--- src/sv/hbq_pkg.sv ---
// hbq_pkg: field widths, codes and register reset values for the heart beat qualifier.
// No dependencies; the interfaces, the top level and the checker import it.
package hbq_pkg;

    // Field widths
    localparam int FUNC_W  = 3;
    localparam int TIME_W  = 32;
    localparam int IR_W    = 18;
    localparam int MG_W    = 14;
    localparam int BPM_W   = 8;
    localparam int VERD_W  = 3;
    localparam int STAT_W  = 4;
    localparam int MINI_W  = 11;
    localparam int LIM_W   = 8;
    localparam int WIN_W   = 16;
    localparam int PADDR_W = 5;
    localparam int CNT4_W  = 4;

    typedef logic [TIME_W-1:0] t_time;
    typedef logic [BPM_W-1:0]  t_bpm;

    // Event codes
    localparam logic [FUNC_W-1:0] FN_IR     = 3'd0;
    localparam logic [FUNC_W-1:0] FN_MOTION = 3'd1;
    localparam logic [FUNC_W-1:0] FN_FALL   = 3'd2;
    localparam logic [FUNC_W-1:0] FN_ARM    = 3'd3;
    localparam logic [FUNC_W-1:0] FN_TICK   = 3'd4;

    // Beat status codes
    localparam logic [STAT_W-1:0] ST_NONE     = 4'd0;
    localparam logic [STAT_W-1:0] ST_ACCEPTED = 4'd1;
    localparam logic [STAT_W-1:0] ST_WARMUP   = 4'd2;
    localparam logic [STAT_W-1:0] ST_SOON     = 4'd3;
    localparam logic [STAT_W-1:0] ST_MOTION   = 4'd4;
    localparam logic [STAT_W-1:0] ST_OUTLIER  = 4'd5;
    localparam logic [STAT_W-1:0] ST_RANGE    = 4'd6;
    localparam logic [STAT_W-1:0] ST_FIRST    = 4'd7;
    localparam logic [STAT_W-1:0] ST_GATED    = 4'd8;

    // Verdict codes (signed)
    localparam logic signed [VERD_W-1:0] VD_NONE  = 3'sd0;
    localparam logic signed [VERD_W-1:0] VD_SPIKE = 3'sd2;
    localparam logic signed [VERD_W-1:0] VD_FLAT  = -3'sd1;

    // Register indexes
    localparam logic [2:0] RG_ABSENT = 3'd0;
    localparam logic [2:0] RG_STABLE = 3'd1;
    localparam logic [2:0] RG_MININT = 3'd2;
    localparam logic [2:0] RG_OUTLIM = 3'd3;
    localparam logic [2:0] RG_MOTLIM = 3'd4;
    localparam logic [2:0] RG_SPIKE  = 3'd5;
    localparam logic [2:0] RG_FLAT   = 3'd6;
    localparam logic [2:0] RG_FALL   = 3'd7;

    // Register reset values
    localparam logic [IR_W-1:0]   RST_ABSENT = 18'd5000;
    localparam logic [IR_W-1:0]   RST_STABLE = 18'd60000;
    localparam logic [MINI_W-1:0] RST_MININT = 11'd400;
    localparam logic [LIM_W-1:0]  RST_OUTLIM = 8'd15;
    localparam logic [MG_W-1:0]   RST_MOTLIM = 14'd1080;
    localparam logic [LIM_W-1:0]  RST_SPIKE  = 8'd15;
    localparam logic [WIN_W-1:0]  RST_FLAT   = 16'd10000;
    localparam logic [WIN_W-1:0]  RST_FALL   = 16'd2000;
    localparam logic [MG_W-1:0]   RST_PEAK   = 14'd1000;

    // Fixed timing and rate limits
    localparam t_time RATE_CAP_MS = 32'd10;
    localparam t_time GAP_MIN     = 32'd400;
    localparam t_time GAP_MAX     = 32'd1500;
    localparam int    BASE_MIN_REF = 10;

    // Shared divider geometry
    localparam int DVD_W  = 17;
    localparam int DVS_W  = 12;
    localparam int DCNT_W = 5;
    localparam logic [DVD_W-1:0] BPM_NUM = 17'd120000;

endpackage

--- src/sv/hbq_in_if.sv ---
// hbq_in_if / hbq_out_if: valid-ready channels for events and results.
// Depends on hbq_pkg for field widths.
interface hbq_in_if import hbq_pkg::*; ();
    logic              valid;
    logic              ready;
    logic [FUNC_W-1:0] func;
    logic [TIME_W-1:0] time_ms;
    logic [IR_W-1:0]   ir_level;
    logic              beat_seen;
    logic [MG_W-1:0]   motion_mg;

    modport source (output valid, func, time_ms, ir_level, beat_seen, motion_mg,
                    input ready);
    modport sink   (input valid, func, time_ms, ir_level, beat_seen, motion_mg,
                    output ready);
endinterface

interface hbq_out_if import hbq_pkg::*; ();
    logic                     valid;
    logic                     ready;
    logic [BPM_W-1:0]         smooth_bpm;
    logic [BPM_W-1:0]         quick_bpm;
    logic signed [VERD_W-1:0] verdict;
    logic                     watching;
    logic                     baseline_full;
    logic [STAT_W-1:0]        beat_status;

    modport source (output valid, smooth_bpm, quick_bpm, verdict, watching,
                    baseline_full, beat_status, input ready);
    modport sink   (input valid, smooth_bpm, quick_bpm, verdict, watching,
                    baseline_full, beat_status, output ready);
endinterface

--- src/sv/heart_beat_qualifier.sv ---
// heart_beat_qualifier: beat qualification, rate averaging, baseline and response window.
// Depends on hbq_pkg and the hbq_in_if / hbq_out_if channels.
//
// Usage:
//   i_evt carries one timestamped event per request (IR sample, motion, fall, arm,
//   one-second tick). o_res returns exactly one result per event: smoothed and fast
//   rate, window verdict and armed flag, baseline-full flag and beat status.
//   An APB port (always ready) reads and writes the eight limits; write only while idle.
//   Work per request: events that touch no store are evaluated and finished; a tick
//   that feeds the baseline adds one push, an arm that averages the baseline one
//   division, and a beat uses the shared restoring divider: one division for the beat
//   rate, then one per averaged store that is pushed.
//   Averages use running sums; stores live in two single-port memories (rate stores,
//   baseline) with a registered read, one read and one write per push.
//   One event is worked at a time; the next request is taken once the result is in
//   the output register, so a stalled receiver holds only that register. A result
//   held by the receiver blocks the following event at its final step.
//   Reset (synchronous, active low) clears all tracking, sets the limits to their
//   defaults and empties the output register; no clearing pass is needed.
module heart_beat_qualifier import hbq_pkg::*; #(
    parameter int SMOOTH_DEPTH   = 10,
    parameter int FAST_DEPTH     = 3,
    parameter int BASE_DEPTH     = 60,
    parameter int WARMUP_BEATS   = 6,
    parameter int STEADY_SAMPLES = 10,
    parameter int MOTION_HOLD_MS = 150
) (
    input  logic               i_clk,
    input  logic               i_rst_n,
    hbq_in_if.sink             i_evt,
    hbq_out_if.source          o_res,
    input  logic               psel,
    input  logic               penable,
    input  logic               pwrite,
    input  logic [PADDR_W-1:0] paddr,
    input  logic [31:0]        pwdata,
    output logic [31:0]        prdata,
    output logic               pready
);

    // Store geometry
    localparam int SPW    = (SMOOTH_DEPTH > 1) ? $clog2(SMOOTH_DEPTH) : 1;
    localparam int FPW    = (FAST_DEPTH > 1) ? $clog2(FAST_DEPTH) : 1;
    localparam int BPW    = (BASE_DEPTH > 1) ? $clog2(BASE_DEPTH) : 1;
    localparam int SCW    = $clog2(SMOOTH_DEPTH + 1);
    localparam int FCW    = $clog2(FAST_DEPTH + 1);
    localparam int BCW    = $clog2(BASE_DEPTH + 1);
    localparam int SSW    = $clog2(SMOOTH_DEPTH * 255 + 1);
    localparam int FSW    = $clog2(FAST_DEPTH * 255 + 1);
    localparam int BSW    = $clog2(BASE_DEPTH * 255 + 1);
    localparam int RDEPTH = SMOOTH_DEPTH + FAST_DEPTH;
    localparam int RAW    = $clog2(RDEPTH);

    // Sequencer states
    localparam logic [2:0] S_IDLE = 3'd0;
    localparam logic [2:0] S_EVAL = 3'd1;
    localparam logic [2:0] S_DIV  = 3'd2;
    localparam logic [2:0] S_POST = 3'd3;
    localparam logic [2:0] S_PRD  = 3'd4;
    localparam logic [2:0] S_PWR  = 3'd5;
    localparam logic [2:0] S_FIN  = 3'd6;

    // Continuations after a division or push
    localparam logic [2:0] C_BPM    = 3'd0;
    localparam logic [2:0] C_FAST1  = 3'd1;
    localparam logic [2:0] C_SMOOTH = 3'd2;
    localparam logic [2:0] C_FAST2  = 3'd3;
    localparam logic [2:0] C_ARM    = 3'd4;
    localparam logic [2:0] C_BASE   = 3'd5;

    // Push targets
    localparam logic [1:0] TG_SMOOTH = 2'd0;
    localparam logic [1:0] TG_FAST   = 2'd1;
    localparam logic [1:0] TG_BASE   = 2'd2;

    // Control registers
    logic [2:0]          r_state, n_state;
    logic [2:0]          r_cont, n_cont;
    logic [1:0]          r_tgt, n_tgt;
    logic                r_o_valid, n_o_valid;
    logic [IR_W-1:0]     r_cfg_absent;
    logic [IR_W-1:0]     r_cfg_stable;
    logic [MINI_W-1:0]   r_cfg_minint;
    logic [LIM_W-1:0]    r_cfg_outlim;
    logic [MG_W-1:0]     r_cfg_motlim;
    logic [LIM_W-1:0]    r_cfg_spike;
    logic [WIN_W-1:0]    r_cfg_flat;
    logic [WIN_W-1:0]    r_cfg_fall;
    logic [SPW-1:0]      r_sm_pos, n_sm_pos;
    logic [SCW-1:0]      r_sm_cnt, n_sm_cnt;
    logic [SSW-1:0]      r_sm_sum, n_sm_sum;
    logic [FPW-1:0]      r_fa_pos, n_fa_pos;
    logic [FCW-1:0]      r_fa_cnt, n_fa_cnt;
    logic [FSW-1:0]      r_fa_sum, n_fa_sum;
    logic [BPW-1:0]      r_ba_pos, n_ba_pos;
    logic [BCW-1:0]      r_ba_cnt, n_ba_cnt;
    logic [BSW-1:0]      r_ba_sum, n_ba_sum;
    t_bpm                r_rate_now, n_rate_now;
    t_bpm                r_rate_fast, n_rate_fast;
    t_bpm                r_ref, n_ref;
    logic [CNT4_W-1:0]   r_warm_cnt, n_warm_cnt;
    logic                r_warm_done, n_warm_done;
    t_time               r_last_beat, n_last_beat;
    logic                r_finger_on, n_finger_on;
    logic                r_steady, n_steady;
    logic [CNT4_W-1:0]   r_steady_cnt, n_steady_cnt;
    logic                r_fall_act, n_fall_act;
    t_time               r_fall_ms, n_fall_ms;
    logic                r_armed, n_armed;
    t_time               r_arm_ms, n_arm_ms;
    logic signed [VERD_W-1:0] r_verdict, n_verdict;
    logic [MG_W-1:0]     r_peak_mg, n_peak_mg;
    t_time               r_peak_ms, n_peak_ms;
    t_time               r_last_smp, n_last_smp;

    // Payload registers
    logic [FUNC_W-1:0]   r_func;
    t_time               r_now;
    logic [IR_W-1:0]     r_ir;
    logic                r_beat;
    logic [MG_W-1:0]     r_mg;
    t_bpm                r_bpm, n_bpm;
    t_bpm                r_push_val, n_push_val;
    logic [STAT_W-1:0]   r_status, n_status;
    logic [DVD_W-1:0]    r_dq, n_dq;
    logic [DVS_W-1:0]    r_dr, n_dr;
    logic [DVS_W-1:0]    r_dd, n_dd;
    logic [DCNT_W-1:0]   r_dcnt, n_dcnt;
    t_bpm                r_o_smooth, r_o_quick;
    logic signed [VERD_W-1:0] r_o_verdict;
    logic                r_o_watch, r_o_full;
    logic [STAT_W-1:0]   r_o_status;
    t_bpm                r_rate_rd, r_base_rd;

    // Memories
    t_bpm                m_rate [RDEPTH];
    t_bpm                m_base [BASE_DEPTH];

    logic                w_acc, w_cfg_we, w_load_out;
    logic                w_rate_we, w_base_we;
    logic [RAW-1:0]      w_rate_addr;
    t_time               w_d_fall, w_d_smp, w_gap, w_d_arm, w_d_peak;
    logic                w_win_base, w_spike, w_flat, w_outl;
    logic [BPM_W:0]      w_ref_plus, w_bpm_plus, w_now_plus;
    logic                w_ge;
    logic [DVS_W:0]      w_trial;
    logic [DVS_W-1:0]    w_rem;
    logic [DVD_W-1:0]    w_quo;
    logic                w_sm_full, w_fa_full, w_ba_full;
    t_bpm                w_old;
    logic                do_win, do_clear;
    logic [CNT4_W-1:0]   w_cnt_inc;

    // Channel handshakes
    assign i_evt.ready = (r_state == S_IDLE);
    assign w_acc       = i_evt.valid & i_evt.ready;
    assign pready      = 1'b1;
    assign w_cfg_we    = psel & penable & pwrite;

    assign o_res.valid         = r_o_valid;
    assign o_res.smooth_bpm    = r_o_smooth;
    assign o_res.quick_bpm     = r_o_quick;
    assign o_res.verdict       = r_o_verdict;
    assign o_res.watching      = r_o_watch;
    assign o_res.baseline_full = r_o_full;
    assign o_res.beat_status   = r_o_status;

    // Register read mux
    always_comb begin
        unique case (paddr[PADDR_W-1:2])
            RG_ABSENT: prdata = 32'(r_cfg_absent);
            RG_STABLE: prdata = 32'(r_cfg_stable);
            RG_MININT: prdata = 32'(r_cfg_minint);
            RG_OUTLIM: prdata = 32'(r_cfg_outlim);
            RG_MOTLIM: prdata = 32'(r_cfg_motlim);
            RG_SPIKE:  prdata = 32'(r_cfg_spike);
            RG_FLAT:   prdata = 32'(r_cfg_flat);
            RG_FALL:   prdata = 32'(r_cfg_fall);
        endcase
    end

    // Time differences, all modulo 2^32
    assign w_d_fall = r_now - r_fall_ms;
    assign w_d_smp  = r_now - r_last_smp;
    assign w_gap    = r_now - r_last_beat;
    assign w_d_arm  = r_now - r_arm_ms;
    assign w_d_peak = r_now - r_peak_ms;

    // Window check terms
    assign w_ref_plus = {1'b0, r_ref} + {1'b0, r_cfg_spike};
    assign w_win_base = r_armed && (r_rate_fast != '0) && (r_fa_cnt == FCW'(FAST_DEPTH));
    assign w_spike    = ({1'b0, r_rate_fast} >= w_ref_plus);
    assign w_flat     = (w_d_arm > TIME_W'(r_cfg_flat));

    // Outlier test against the smoothed rate
    assign w_bpm_plus = {1'b0, r_bpm} + {1'b0, r_cfg_outlim};
    assign w_now_plus = {1'b0, r_rate_now} + {1'b0, r_cfg_outlim};
    assign w_outl     = (r_rate_now != '0) &&
                        (({1'b0, r_bpm} > w_now_plus) || ({1'b0, r_rate_now} > w_bpm_plus));

    // Restoring divider step
    assign w_trial = {r_dr, r_dq[DVD_W-1]};
    assign w_ge    = (w_trial >= {1'b0, r_dd});
    assign w_rem   = w_ge ? DVS_W'(w_trial - {1'b0, r_dd}) : w_trial[DVS_W-1:0];
    assign w_quo   = {r_dq[DVD_W-2:0], w_ge};

    // Store fill and memory addressing
    assign w_sm_full   = (r_sm_cnt == SCW'(SMOOTH_DEPTH));
    assign w_fa_full   = (r_fa_cnt == FCW'(FAST_DEPTH));
    assign w_ba_full   = (r_ba_cnt == BCW'(BASE_DEPTH));
    assign w_rate_addr = (r_tgt == TG_FAST) ? RAW'(RAW'(SMOOTH_DEPTH) + RAW'(r_fa_pos))
                                            : RAW'(r_sm_pos);
    assign w_rate_we   = (r_state == S_PWR) && (r_tgt != TG_BASE);
    assign w_base_we   = (r_state == S_PWR) && (r_tgt == TG_BASE);
    assign w_load_out  = (r_state == S_FIN) && (!r_o_valid || o_res.ready);

    always_comb begin
        unique case (r_tgt)
            TG_SMOOTH: w_old = w_sm_full ? r_rate_rd : '0;
            TG_FAST:   w_old = w_fa_full ? r_rate_rd : '0;
            default:   w_old = w_ba_full ? r_base_rd : '0;
        endcase
    end

    // Sequencer: evaluate, divide, push, finish
    always_comb begin
        n_state      = r_state;
        n_cont       = r_cont;
        n_tgt        = r_tgt;
        n_o_valid    = r_o_valid & ~o_res.ready;
        n_sm_pos     = r_sm_pos;
        n_sm_cnt     = r_sm_cnt;
        n_sm_sum     = r_sm_sum;
        n_fa_pos     = r_fa_pos;
        n_fa_cnt     = r_fa_cnt;
        n_fa_sum     = r_fa_sum;
        n_ba_pos     = r_ba_pos;
        n_ba_cnt     = r_ba_cnt;
        n_ba_sum     = r_ba_sum;
        n_rate_now   = r_rate_now;
        n_rate_fast  = r_rate_fast;
        n_ref        = r_ref;
        n_warm_cnt   = r_warm_cnt;
        n_warm_done  = r_warm_done;
        n_last_beat  = r_last_beat;
        n_finger_on  = r_finger_on;
        n_steady     = r_steady;
        n_steady_cnt = r_steady_cnt;
        n_fall_act   = r_fall_act;
        n_fall_ms    = r_fall_ms;
        n_armed      = r_armed;
        n_arm_ms     = r_arm_ms;
        n_verdict    = r_verdict;
        n_peak_mg    = r_peak_mg;
        n_peak_ms    = r_peak_ms;
        n_last_smp   = r_last_smp;
        n_bpm        = r_bpm;
        n_push_val   = r_push_val;
        n_status     = r_status;
        n_dq         = r_dq;
        n_dr         = r_dr;
        n_dd         = r_dd;
        n_dcnt       = r_dcnt;
        do_win       = 1'b0;
        do_clear     = 1'b0;
        w_cnt_inc    = '0;

        if (w_load_out) begin
            n_o_valid = 1'b1;
        end

        unique case (r_state)
            S_IDLE: begin
                if (w_acc) begin
                    n_state = S_EVAL;
                end
            end

            S_EVAL: begin
                n_status = ST_NONE;
                n_state  = S_FIN;
                case (r_func)
                    FN_IR: begin
                        n_status = ST_GATED;
                        if (r_fall_act && (w_d_fall < TIME_W'(r_cfg_fall))) begin
                            n_status = ST_GATED;
                        end else begin
                            n_fall_act = 1'b0;
                            if (r_ir < r_cfg_absent) begin
                                do_clear = r_finger_on;
                            end else if (!r_steady) begin
                                n_finger_on = 1'b1;
                                if (r_ir > r_cfg_stable) begin
                                    w_cnt_inc = (r_steady_cnt == '1) ? r_steady_cnt
                                                                     : r_steady_cnt + 1'b1;
                                    n_steady_cnt = w_cnt_inc;
                                    if (w_cnt_inc >= CNT4_W'(STEADY_SAMPLES)) begin
                                        n_steady = 1'b1;
                                    end
                                end else begin
                                    n_steady_cnt = '0;
                                end
                            end else if (w_d_smp < RATE_CAP_MS) begin
                                n_finger_on = 1'b1;
                            end else begin
                                n_finger_on = 1'b1;
                                n_last_smp  = r_now;
                                if (!r_beat) begin
                                    n_status = ST_NONE;
                                end else if (r_last_beat == '0) begin
                                    n_last_beat = r_now;
                                    n_status    = ST_FIRST;
                                end else if (r_peak_mg > r_cfg_motlim) begin
                                    n_status = ST_MOTION;
                                end else if (w_gap < TIME_W'(r_cfg_minint)) begin
                                    n_status = ST_SOON;
                                end else if (w_gap < GAP_MIN || w_gap > GAP_MAX) begin
                                    n_last_beat = r_now;
                                    n_status    = ST_RANGE;
                                end else begin
                                    // rate = (120000 + gap) / (2 * gap)
                                    n_dq    = BPM_NUM + DVD_W'(w_gap[MINI_W-1:0]);
                                    n_dr    = '0;
                                    n_dd    = {w_gap[DVS_W-2:0], 1'b0};
                                    n_dcnt  = DCNT_W'(DVD_W - 1);
                                    n_cont  = C_BPM;
                                    n_state = S_DIV;
                                end
                            end
                        end
                    end
                    FN_MOTION: begin
                        if (r_mg > r_peak_mg || w_d_peak > TIME_W'(MOTION_HOLD_MS)) begin
                            n_peak_mg = r_mg;
                            n_peak_ms = r_now;
                        end
                    end
                    FN_FALL: begin
                        n_fall_act = 1'b1;
                        n_fall_ms  = r_now;
                    end
                    FN_ARM: begin
                        n_armed     = 1'b1;
                        n_arm_ms    = r_now;
                        n_verdict   = VD_NONE;
                        n_fa_pos    = '0;
                        n_fa_cnt    = '0;
                        n_fa_sum    = '0;
                        n_rate_fast = '0;
                        if (r_ba_cnt >= BCW'(BASE_MIN_REF)) begin
                            n_dq    = DVD_W'(r_ba_sum);
                            n_dr    = '0;
                            n_dd    = DVS_W'(r_ba_cnt);
                            n_dcnt  = DCNT_W'(DVD_W - 1);
                            n_cont  = C_ARM;
                            n_state = S_DIV;
                        end else begin
                            n_ref = r_rate_now;
                        end
                    end
                    FN_TICK: begin
                        do_win = (r_rate_now != '0);
                        if (r_rate_now != '0) begin
                            n_push_val = r_rate_now;
                            n_tgt      = TG_BASE;
                            n_cont     = C_BASE;
                            n_state    = S_PRD;
                        end
                    end
                    default: begin
                        n_status = ST_NONE;
                    end
                endcase
            end

            S_DIV: begin
                n_dq   = w_quo;
                n_dr   = w_rem;
                n_dcnt = r_dcnt - 1'b1;
                if (r_dcnt == '0) begin
                    n_state = S_POST;
                    case (r_cont)
                        C_BPM:            n_bpm       = w_quo[BPM_W-1:0];
                        C_SMOOTH:         n_rate_now  = w_quo[BPM_W-1:0];
                        C_ARM:            n_ref       = w_quo[BPM_W-1:0];
                        default:          n_rate_fast = w_quo[BPM_W-1:0];
                    endcase
                end
            end

            S_POST: begin
                case (r_cont)
                    C_BPM: begin
                        if (!r_warm_done) begin
                            w_cnt_inc   = (r_warm_cnt == '1) ? r_warm_cnt : r_warm_cnt + 1'b1;
                            n_warm_cnt  = w_cnt_inc;
                            n_last_beat = r_now;
                            if (w_cnt_inc >= CNT4_W'(WARMUP_BEATS)) begin
                                n_warm_done = 1'b1;
                            end
                            n_status = ST_WARMUP;
                            n_state  = S_FIN;
                        end else if (r_armed) begin
                            n_push_val = r_bpm;
                            n_tgt      = TG_FAST;
                            n_cont     = C_FAST1;
                            n_state    = S_PRD;
                        end else if (w_outl) begin
                            n_status = ST_OUTLIER;
                            n_state  = S_FIN;
                        end else begin
                            n_last_beat = r_now;
                            n_push_val  = r_bpm;
                            n_tgt       = TG_SMOOTH;
                            n_cont      = C_SMOOTH;
                            n_state     = S_PRD;
                        end
                    end
                    C_FAST1: begin
                        do_win = 1'b1;
                        if (w_outl) begin
                            n_status = ST_OUTLIER;
                            n_state  = S_FIN;
                        end else begin
                            n_last_beat = r_now;
                            n_push_val  = r_bpm;
                            n_tgt       = TG_SMOOTH;
                            n_cont      = C_SMOOTH;
                            n_state     = S_PRD;
                        end
                    end
                    C_SMOOTH: begin
                        n_status = ST_ACCEPTED;
                        if (!r_armed) begin
                            n_push_val = r_bpm;
                            n_tgt      = TG_FAST;
                            n_cont     = C_FAST2;
                            n_state    = S_PRD;
                        end else begin
                            do_win  = 1'b1;
                            n_state = S_FIN;
                        end
                    end
                    default: begin
                        n_state = S_FIN;
                    end
                endcase
            end

            S_PRD: begin
                n_state = S_PWR;
            end

            S_PWR: begin
                n_dr   = '0;
                n_dcnt = DCNT_W'(DVD_W - 1);
                n_state = S_DIV;
                unique case (r_tgt)
                    TG_SMOOTH: begin
                        n_sm_sum = r_sm_sum - SSW'(w_old) + SSW'(r_push_val);
                        n_sm_pos = (r_sm_pos == SPW'(SMOOTH_DEPTH - 1)) ? '0 : r_sm_pos + 1'b1;
                        n_sm_cnt = w_sm_full ? r_sm_cnt : r_sm_cnt + 1'b1;
                        n_dq     = DVD_W'(n_sm_sum);
                        n_dd     = DVS_W'(n_sm_cnt);
                    end
                    TG_FAST: begin
                        n_fa_sum = r_fa_sum - FSW'(w_old) + FSW'(r_push_val);
                        n_fa_pos = (r_fa_pos == FPW'(FAST_DEPTH - 1)) ? '0 : r_fa_pos + 1'b1;
                        n_fa_cnt = w_fa_full ? r_fa_cnt : r_fa_cnt + 1'b1;
                        n_dq     = DVD_W'(n_fa_sum);
                        n_dd     = DVS_W'(n_fa_cnt);
                    end
                    default: begin
                        n_ba_sum = r_ba_sum - BSW'(w_old) + BSW'(r_push_val);
                        n_ba_pos = (r_ba_pos == BPW'(BASE_DEPTH - 1)) ? '0 : r_ba_pos + 1'b1;
                        n_ba_cnt = w_ba_full ? r_ba_cnt : r_ba_cnt + 1'b1;
                        n_state  = S_FIN;
                    end
                endcase
            end

            S_FIN: begin
                if (w_load_out) begin
                    n_state = S_IDLE;
                end
            end

            default: begin
                n_state = S_IDLE;
            end
        endcase

        // Window check: spike verdict first, else flat after the window time
        if (do_win && w_win_base) begin
            if (w_spike) begin
                n_verdict = VD_SPIKE;
                n_armed   = 1'b0;
            end else if (w_flat) begin
                n_verdict = VD_FLAT;
                n_armed   = 1'b0;
            end
        end

        // Finger lost: drop all beat tracking and the fast rate
        if (do_clear) begin
            n_warm_cnt   = '0;
            n_warm_done  = 1'b0;
            n_last_beat  = '0;
            n_sm_pos     = '0;
            n_sm_cnt     = '0;
            n_sm_sum     = '0;
            n_steady_cnt = '0;
            n_steady     = 1'b0;
            n_finger_on  = 1'b0;
            n_rate_now   = '0;
            n_fa_pos     = '0;
            n_fa_cnt     = '0;
            n_fa_sum     = '0;
            n_rate_fast  = '0;
        end
    end

    // Control state
    always_ff @(posedge i_clk) begin
        if (!i_rst_n) begin
            r_state      <= S_IDLE;
            r_cont       <= C_BPM;
            r_tgt        <= TG_SMOOTH;
            r_o_valid    <= 1'b0;
            r_cfg_absent <= RST_ABSENT;
            r_cfg_stable <= RST_STABLE;
            r_cfg_minint <= RST_MININT;
            r_cfg_outlim <= RST_OUTLIM;
            r_cfg_motlim <= RST_MOTLIM;
            r_cfg_spike  <= RST_SPIKE;
            r_cfg_flat   <= RST_FLAT;
            r_cfg_fall   <= RST_FALL;
            r_sm_pos     <= '0;
            r_sm_cnt     <= '0;
            r_sm_sum     <= '0;
            r_fa_pos     <= '0;
            r_fa_cnt     <= '0;
            r_fa_sum     <= '0;
            r_ba_pos     <= '0;
            r_ba_cnt     <= '0;
            r_ba_sum     <= '0;
            r_rate_now   <= '0;
            r_rate_fast  <= '0;
            r_ref        <= '0;
            r_warm_cnt   <= '0;
            r_warm_done  <= 1'b0;
            r_last_beat  <= '0;
            r_finger_on  <= 1'b0;
            r_steady     <= 1'b0;
            r_steady_cnt <= '0;
            r_fall_act   <= 1'b0;
            r_fall_ms    <= '0;
            r_armed      <= 1'b0;
            r_arm_ms     <= '0;
            r_verdict    <= VD_NONE;
            r_peak_mg    <= RST_PEAK;
            r_peak_ms    <= '0;
            r_last_smp   <= '0;
        end else begin
            r_state      <= n_state;
            r_cont       <= n_cont;
            r_tgt        <= n_tgt;
            r_o_valid    <= n_o_valid;
            r_sm_pos     <= n_sm_pos;
            r_sm_cnt     <= n_sm_cnt;
            r_sm_sum     <= n_sm_sum;
            r_fa_pos     <= n_fa_pos;
            r_fa_cnt     <= n_fa_cnt;
            r_fa_sum     <= n_fa_sum;
            r_ba_pos     <= n_ba_pos;
            r_ba_cnt     <= n_ba_cnt;
            r_ba_sum     <= n_ba_sum;
            r_rate_now   <= n_rate_now;
            r_rate_fast  <= n_rate_fast;
            r_ref        <= n_ref;
            r_warm_cnt   <= n_warm_cnt;
            r_warm_done  <= n_warm_done;
            r_last_beat  <= n_last_beat;
            r_finger_on  <= n_finger_on;
            r_steady     <= n_steady;
            r_steady_cnt <= n_steady_cnt;
            r_fall_act   <= n_fall_act;
            r_fall_ms    <= n_fall_ms;
            r_armed      <= n_armed;
            r_arm_ms     <= n_arm_ms;
            r_verdict    <= n_verdict;
            r_peak_mg    <= n_peak_mg;
            r_peak_ms    <= n_peak_ms;
            r_last_smp   <= n_last_smp;
            // limits: the user must write them only while idle; the block does not enforce it
            if (w_cfg_we) begin
                unique case (paddr[PADDR_W-1:2])
                    RG_ABSENT: r_cfg_absent <= pwdata[IR_W-1:0];
                    RG_STABLE: r_cfg_stable <= pwdata[IR_W-1:0];
                    RG_MININT: r_cfg_minint <= pwdata[MINI_W-1:0];
                    RG_OUTLIM: r_cfg_outlim <= pwdata[LIM_W-1:0];
                    RG_MOTLIM: r_cfg_motlim <= pwdata[MG_W-1:0];
                    RG_SPIKE:  r_cfg_spike  <= pwdata[LIM_W-1:0];
                    RG_FLAT:   r_cfg_flat   <= pwdata[WIN_W-1:0];
                    RG_FALL:   r_cfg_fall   <= pwdata[WIN_W-1:0];
                endcase
            end
        end
    end

    // Payload: captured request, divider, output register
    always_ff @(posedge i_clk) begin
        if (w_acc) begin
            r_func <= i_evt.func;
            r_now  <= i_evt.time_ms;
            r_ir   <= i_evt.ir_level;
            r_beat <= i_evt.beat_seen;
            r_mg   <= i_evt.motion_mg;
        end
        r_bpm      <= n_bpm;
        r_push_val <= n_push_val;
        r_status   <= n_status;
        r_dq       <= n_dq;
        r_dr       <= n_dr;
        r_dd       <= n_dd;
        r_dcnt     <= n_dcnt;
        if (w_load_out) begin
            r_o_smooth  <= r_rate_now;
            r_o_quick   <= r_rate_fast;
            r_o_verdict <= r_verdict;
            r_o_watch   <= r_armed;
            r_o_full    <= w_ba_full;
            r_o_status  <= r_status;
        end
    end

    // Rate store memory (smooth entries then fast entries)
    always_ff @(posedge i_clk) begin
        if (w_rate_we) begin
            m_rate[w_rate_addr] <= r_push_val;
        end
        r_rate_rd <= m_rate[w_rate_addr];
    end

    // Baseline memory
    always_ff @(posedge i_clk) begin
        if (w_base_we) begin
            m_base[r_ba_pos] <= r_push_val;
        end
        r_base_rd <= m_base[r_ba_pos];
    end

endmodule

--- src/flat_wrapper.sv ---
// flat-port wrapper written by rule: the top's interface ports become plain ports
module heart_beat_qualifier_flat import hbq_pkg::*;
#(
    parameter int SMOOTH_DEPTH   = 10,
    parameter int FAST_DEPTH     = 3,
    parameter int BASE_DEPTH     = 60,
    parameter int WARMUP_BEATS   = 6,
    parameter int STEADY_SAMPLES = 10,
    parameter int MOTION_HOLD_MS = 150
)
  (i_clk, i_rst_n, psel, penable, pwrite, paddr, pwdata, prdata, pready, i_evt_valid, i_evt_func, i_evt_time_ms, i_evt_ir_level, i_evt_beat_seen, i_evt_motion_mg, i_evt_ready, o_res_valid, o_res_smooth_bpm, o_res_quick_bpm, o_res_verdict, o_res_watching, o_res_baseline_full, o_res_beat_status, o_res_ready);
  hbq_in_if i_evt_i ();
  hbq_out_if o_res_i ();
  input  logic i_clk;
  input  logic i_rst_n;
  input  logic psel;
  input  logic penable;
  input  logic pwrite;
  input  logic [PADDR_W-1:0] paddr;
  input  logic [31:0] pwdata;
  output logic [31:0] prdata;
  output logic pready;
  input wire logic [$bits(i_evt_i.valid)-1:0] i_evt_valid;
  input wire logic [$bits(i_evt_i.func)-1:0] i_evt_func;
  input wire logic [$bits(i_evt_i.time_ms)-1:0] i_evt_time_ms;
  input wire logic [$bits(i_evt_i.ir_level)-1:0] i_evt_ir_level;
  input wire logic [$bits(i_evt_i.beat_seen)-1:0] i_evt_beat_seen;
  input wire logic [$bits(i_evt_i.motion_mg)-1:0] i_evt_motion_mg;
  output wire logic [$bits(i_evt_i.ready)-1:0] i_evt_ready;
  output wire logic [$bits(o_res_i.valid)-1:0] o_res_valid;
  output wire logic [$bits(o_res_i.smooth_bpm)-1:0] o_res_smooth_bpm;
  output wire logic [$bits(o_res_i.quick_bpm)-1:0] o_res_quick_bpm;
  output wire logic [$bits(o_res_i.verdict)-1:0] o_res_verdict;
  output wire logic [$bits(o_res_i.watching)-1:0] o_res_watching;
  output wire logic [$bits(o_res_i.baseline_full)-1:0] o_res_baseline_full;
  output wire logic [$bits(o_res_i.beat_status)-1:0] o_res_beat_status;
  input wire logic [$bits(o_res_i.ready)-1:0] o_res_ready;
  assign i_evt_i.valid = i_evt_valid;
  assign i_evt_i.func = i_evt_func;
  assign i_evt_i.time_ms = i_evt_time_ms;
  assign i_evt_i.ir_level = i_evt_ir_level;
  assign i_evt_i.beat_seen = i_evt_beat_seen;
  assign i_evt_i.motion_mg = i_evt_motion_mg;
  assign i_evt_ready = i_evt_i.ready;
  assign o_res_valid = o_res_i.valid;
  assign o_res_smooth_bpm = o_res_i.smooth_bpm;
  assign o_res_quick_bpm = o_res_i.quick_bpm;
  assign o_res_verdict = o_res_i.verdict;
  assign o_res_watching = o_res_i.watching;
  assign o_res_baseline_full = o_res_i.baseline_full;
  assign o_res_beat_status = o_res_i.beat_status;
  assign o_res_i.ready = o_res_ready;
  heart_beat_qualifier #(.SMOOTH_DEPTH(SMOOTH_DEPTH), .FAST_DEPTH(FAST_DEPTH), .BASE_DEPTH(BASE_DEPTH), .WARMUP_BEATS(WARMUP_BEATS), .STEADY_SAMPLES(STEADY_SAMPLES), .MOTION_HOLD_MS(MOTION_HOLD_MS)) u_core (.i_clk(i_clk), .i_rst_n(i_rst_n), .i_evt(i_evt_i), .o_res(o_res_i), .psel(psel), .penable(penable), .pwrite(pwrite), .paddr(paddr), .pwdata(pwdata), .prdata(prdata), .pready(pready));
endmodule
--- config.mk ---
export PLATFORM = sky130hd
export DESIGN_NAME = heart_beat_qualifier_flat
export DESIGN_NICKNAME = d
export VERILOG_FILES = /design/src/sv/hbq_pkg.sv /design/src/sv/hbq_in_if.sv /design/src/sv/heart_beat_qualifier.sv /design/src/flat_wrapper.sv
export SDC_FILE = /design/constraint.sdc
export NUM_CORES = 2
export LEC_CHECK = 0
export ABC_AREA = 1
export ABC_CLOCK_PERIOD_IN_PS = 16600
export BUFFER_PORTS_ARGS = -buffer_cell sky130_fd_sc_hd__buf_4
export CAP_MARGIN = 10
export CORE_UTILIZATION = 30
export CTS_CLUSTER_DIAMETER = 200
export DETAILED_ROUTE_END_ITERATION = 6
export PLACE_DENSITY = 0.55
export SYNTH_ARGS = -nofsm -noshare
export SYNTH_HDL_FRONTEND = slang
export SYNTH_SLANG_ARGS = --single-unit
--- constraint.sdc ---
create_clock -name i_clk -period 16.6 [get_ports i_clk]
set_input_delay 2.49 -clock i_clk [delete_from_list [all_inputs] [get_ports i_clk]]
set_output_delay 2.49 -clock i_clk [all_outputs]
set_load 0.02 [all_outputs]
Word level (Yosys, flattened, before mapping)
Memories as Yosys holds them, arrays and structs flattened. A register that Yosys moved wholly into a read port is not among the register bits.
Cells that the tools add are included.

storage, ports and cells
  flip-flop bits (word level) = 551
  bits of input ports = 112
  memories = 2
  memory bits (writable) = 584
  logic and storage cells = 446

memory list
  name           depth  width  read ports  clocked after memory_dff  write ports  line                         text
  u_core.m_base  60     8      1           1                         1            heart_beat_qualifier.sv:137  t_bpm m_base [BASE_DEPTH];
  u_core.m_rate  13     8      1           1                         1            heart_beat_qualifier.sv:136  t_bpm m_rate [RDEPTH];

operators by class
  magnitude comparators = 18
  reduce and logical (&&, ||, !) cells = 63
  multiplexer cells = 198
  bitwise logic cells = 13
  $add $sub $neg = 26
  eq/ne operators = 70

operator list
  operator                count
  $mux W32                13
  $pmux W32 S8            1
  $mux W12                21
  $mux W17                10
  $sub A32 B32 Y32        5
  $mux W8                 16
  $pmux W32 S2            2
  $mux W3                 36
  $pmux W12 S2            4
  $mux W4                 19
  $pmux W17 S2            2
  $pmux W8 S2             4
  $pmux W17 S3            1
  $mux W5                 10
  $pmux W12 S3            1
  $pmux W3 S3             4
  $gt A32 B11 Y1 const B  1
  $gt A32 B16 Y1          1
  $gt A32 B8 Y1 const B   1
  $logic_not A32 Y1       1
  $lt A32 B11 Y1          1
  $lt A32 B16 Y1          1
  $lt A32 B4 Y1 const B   1
  $lt A32 B9 Y1 const B   1
  74 further kinds        231

Depth between registers and ports, before layout
  depth after elaboration = 14
  gate-level depth with buffers = 29
  depth with buffers taken out = 28

Least setup slack after synthesis
Ideal clock, no wire load.

  kind = input -> register
  from = input port i_evt_valid
  to = register u_core.r_beat, enable pin
  setup time = 0.577 ns
  slack = 8.880 ns
  arrival time = 7.142 ns
  cell stages on the path = 2
  required time = 16.023 ns
  cell sequence = inv_1 > nor3_1

on the way
  longest elaborated chain between the ends = 1

ends and longest elaborated chain
  what                  line                         text
  start, declared       flat_wrapper.sv:23           input wire logic [$bits(i_evt_i.valid)-1:0] i_evt_valid;
  $and A1 B1 Y1         heart_beat_qualifier.sv:156  assign w_acc = i_evt.valid & i_evt.ready;
  via u_core.w_acc      heart_beat_qualifier.sv:139  logic w_acc, w_cfg_we, w_load_out;
  end signal, assigned  heart_beat_qualifier.sv:617  r_beat <= i_evt.beat_seen;
  end, declared         heart_beat_qualifier.sv:120  logic r_beat;

The timed path passes the listed nets, and every way through them passes these cells.
A chain may end at the register's enable or synchronous reset.

Worst setup path in the final report
  from = input port paddr[4]
  to = output port prdata[7]

on the way
  longest elaborated chain between the ends = 2
  elaborated cells on any way between the ends = 9
  those cells by class = eq/ne: 7; mux: 1; reduce/logical: 1

ends and longest elaborated chain
  what                                  line                         text
  start, declared                       flat_wrapper.sv:19           input logic [PADDR_W-1:0] paddr;
  $eq A3 B3 Y1 (tied with other cells)  heart_beat_qualifier.sv:170  unique case (paddr[PADDR_W-1:2])
  $pmux W32 S8 *                        heart_beat_qualifier.sv:170
  end, declared                         flat_wrapper.sv:21           output logic [31:0] prdata;

Every way passes the cells marked *; elsewhere a longest branch is shown, timed or not. The select of a mux whose other input is x is not followed.

==> metrics <==
Buffers & Inverters on Critical Path=4; Post-CTS Hold Fix Bufs=0; routed wire length=~200 mm; Critical Path Start=paddr[4]; FF-to-FF End=u_core.r_last_smp[0]; PD cells=about 150 mW/mm²; CTS Buffer Depth=3; first-pass GRT wire length=295.1 mm; vias in the first global route=48.91k; Async S/R FF share, synth=0; CTS tree=built; Unique masters post-synth=65; Slew headroom=0.2189; H-Tree Depth=4; RSZ-0062 raised after global routing=no; initial antenna violation count=2; clock sink count=1,151; Max-Cap Viols=0; Final Hold Viols=0; Metal-1 WL=88.69 mm; Worst Slack Setup Final=approximately 9.5 ns; Fin Clk Skew=0.06310 ns; routability congestion estimate from global placement=approximately 0.93; input/output buffers=140; area share of the leading cell type in the synthesized netlist=0.3570; mapped cell area=about 0.062 mm²; CTS root buf=clkbuf_16; HP Class=reg2reg; setup bufs post-CTS=0; required time worst endpoint=14.11 ns; Lkg Pwr=28.74 nW; Max stage delay on crit path=0.62 ns; Num CTS Buffers=136; WL per Instance=between 15 and 20 µm; register bit total from synthesis=approximately 1.2k; CP top delay family=buffers and inverters; Slew Limit Fails=0; DRC viols=0; run status=complete, no violations; layout cell share with drive strength beyond 1=0.06720; Crit Path Class=in2out; minimum clock period=between 7 and 8 ns; GRT Util Overall=0.1819; total grt overflow=0; area leader, netlist=edfxtp_1; DRT Pass-1 Iters=6; Startpoint Class=primary input; via count=between 50k and 60k; max layer used=met4; pin count of the biggest net entering global routing=107; Fmax=0.1401 GHz; Peak VDD IR=0.1124 mV; cells after synthesis=7,293; Area Growth Syn to Fin=14.28%; Core ar.=0.2071 mm²; hold path startpoint=u_core.r_verdict[1]; ANT cells=0; die width=between 400 and 500 µm; Arrival @ worst endpoint=4.65 ns; Slew @ Worst Pin=1.167 ns; RR Startpoint=u_core.r_now[0]; Post-Place Setup Slack=approximately 9.6 ns; critical path peak fanout=14; starting density of the core=0.3018; I/O Pins=~170; hold path depth=0; predominant post-synthesis flop cell=edfxtp_1; top post-synthesis cells by area=edfxtp_1 36%, dfxtp_1 13%, nand2_1 9.2%; Final HPWL DP=137.7 mm; detailed router's first-iteration violation count=~4.4k; Post-synth EDFFs=743; syn avg cell area=8.569 µm²; final setup fails=0; worst path cell trace=buf_4, inv_1, nor3_1, inv_1, o22ai_1, a221oi_1, o211ai_1, buf_4; R2R depth=25; crit end category=output pin; synth cell count leaders=1,535 x nand2_1, 1,033 x inv_1, 743 x edfxtp_1; WL met2=89.23 mm; reg2reg setup slack=11.04 ns; die area=0.2101 mm²; crit share post-route=0.4298; Crit-path slowest cell=nor3_1; Worst Hold End=u_core.o_res.verdict[1]; ANT nets after route=0; post-CTS sizing=0; most numerous cell in the Yosys netlist=nand2_1; worst skew pair latency=0.80 ns; Final #Nets=7,959; Yosys warning count=0; Die Ht=458.4 µm; met3 wire len=roughly 11 mm; register area share after synthesis=0.4877; TNS Setup=0 ns; Reg clk slew, reported paths=around 0.050 ns; Via density=just under 5; num rows=167
-- cells by family (layout without fill, tap and decap cells) --
logic type      after synthesis  count (layout)  synth area share
fa+ha+maj                   401             401           0.08425
xor+xnor                    142             142           0.02002
buf+inv                    1267            1520           0.07852
other cells                   2              15         0.0001202
simple gates               2808            2808            0.1861
compound gates             1522            1522            0.1433
flops                      1151            1151            0.4877
-- sequential cells by signal, indices dropped and copies added (netlist names), 14 cells and up --
register	flops
u_core.r_ba_sum	14
u_core.r_cfg_motlim	14
u_core.r_cfg_absent	18
u_core.r_fall_ms	32
u_core.r_arm_ms	32
u_core.r_peak_ms	32
u_core.r_cfg_stable	18
u_core.r_now	32
u_core.r_last_beat	32
u_core.r_mg	14
u_core.m_rate	104
u_core.r_last_smp	32
u_core.r_cfg_fall	16
u_core.r_cfg_flat	16
u_core.r_peak_mg	14
u_core.m_base	480
u_core.r_dq	17
u_core.r_ir	18
-- through the flow --
stage	util	hold WS (ns)	instances	total power (W)	cell area, µm²
finish	0.3449	0.4437	10350	0.01060	71420
detailed placement	0.3228	0.4318	10100	0.007594	66840
global placement	0.3228	0.4249	10100	0.007534	66840
global route	0.3449	0.4650	10350	0.01129	71420
CTS	0.3448	0.4453	10350	0.01064	71390
floorplan	-	0.4086	7306	0.006362	62540
-- placed cells by master, fill, tap and decap left out, types with 14 or more instances in the layout --
cell type and n:
o21bai_1 30, conb_1 15, a211oi_1 43, buf_4 224
xnor2_1 48, a31oi_1 18, nand4_1 116, nand3b_1 20
a22oi_1 103, inv_1 1030, ha_1 368, xor2_1 93
nand2_1 1534, edfxtp_1 743, nor2_1 684, a21o_1 22
o2111ai_1 14, a21oi_1 612, clkinv_1 24, o211ai_1 42
clkinv_2 20, a22o_1 45, clkbuf_1 22, a221oi_1 66
o22ai_1 35, clkbuf_16 137, nand3_1 300, o21ai_0 426
dfxtp_1 408, nor3_1 70, fa_1 33
-- worst register-to-register path: stages (launching register included) --
cell	delay (ns)
edfxtp_1	0.37
inv_1	0.50
ha_1	0.31
inv_1	0.11
fa_1	0.47
nand3_1	0.12
nand3_2	0.15
nand2_1	0.10
nand2_1	0.11
nand2_1	0.09
nand2_1	0.12
xor2_1	0.18
ha_1	0.27
nand2_1	0.07
nor2_1	0.05
a211oi_1	0.18
a21boi_0	0.22
o21ai_1	0.08
nor2_1	0.14
nand3_2	0.28
nand2_1	0.17
inv_2	0.06
nand2_2	0.74
inv_1	0.26
o21ai_0	0.20
a21oi_1	0.06
-- cell type report --
class                           instances  area [µm²]
Clock inverter                         79       864.6
Clock buffer                          172        3690
Inverter                             1043        3915
Sequential cell                      1151       30480
Multi-Input combinational cell       4888       27260
Fill cell                           21290      135700
Timing Repair Buffer                  226        1720
Tap cell                             2788        3488
-- per-layer routing --
layer,GRT usage,up-vias
met5,0,-
met4,0.06618,0
met3,0.02311,288
met2,0.2944,1480
met1,0.2476,24550
li1,-,25060
-- power by group --
part           switching (W)  internal, W
Sequential          0.000155      0.00345
Clock                0.00128      0.00174
Combinational        0.00268      0.00129
Total                0.00411      0.00648
-- worst max-delay path by stage --
stage / end / slack (ns) / cells after the start
2_1_floorplan: u_core.r_beat / 8.88 / 2
3_5_place_dp: prdata[7] / 9.59 / 8
3_3_place_gp: prdata[7] / 9.62 / 8
4_1_cts: prdata[7] / 9.59 / 8
6_report: prdata[7] / 9.46 / 8
5_1_grt: prdata[5] / 9.42 / 8
Note: power is estimated with default switching activity, not from simulation.
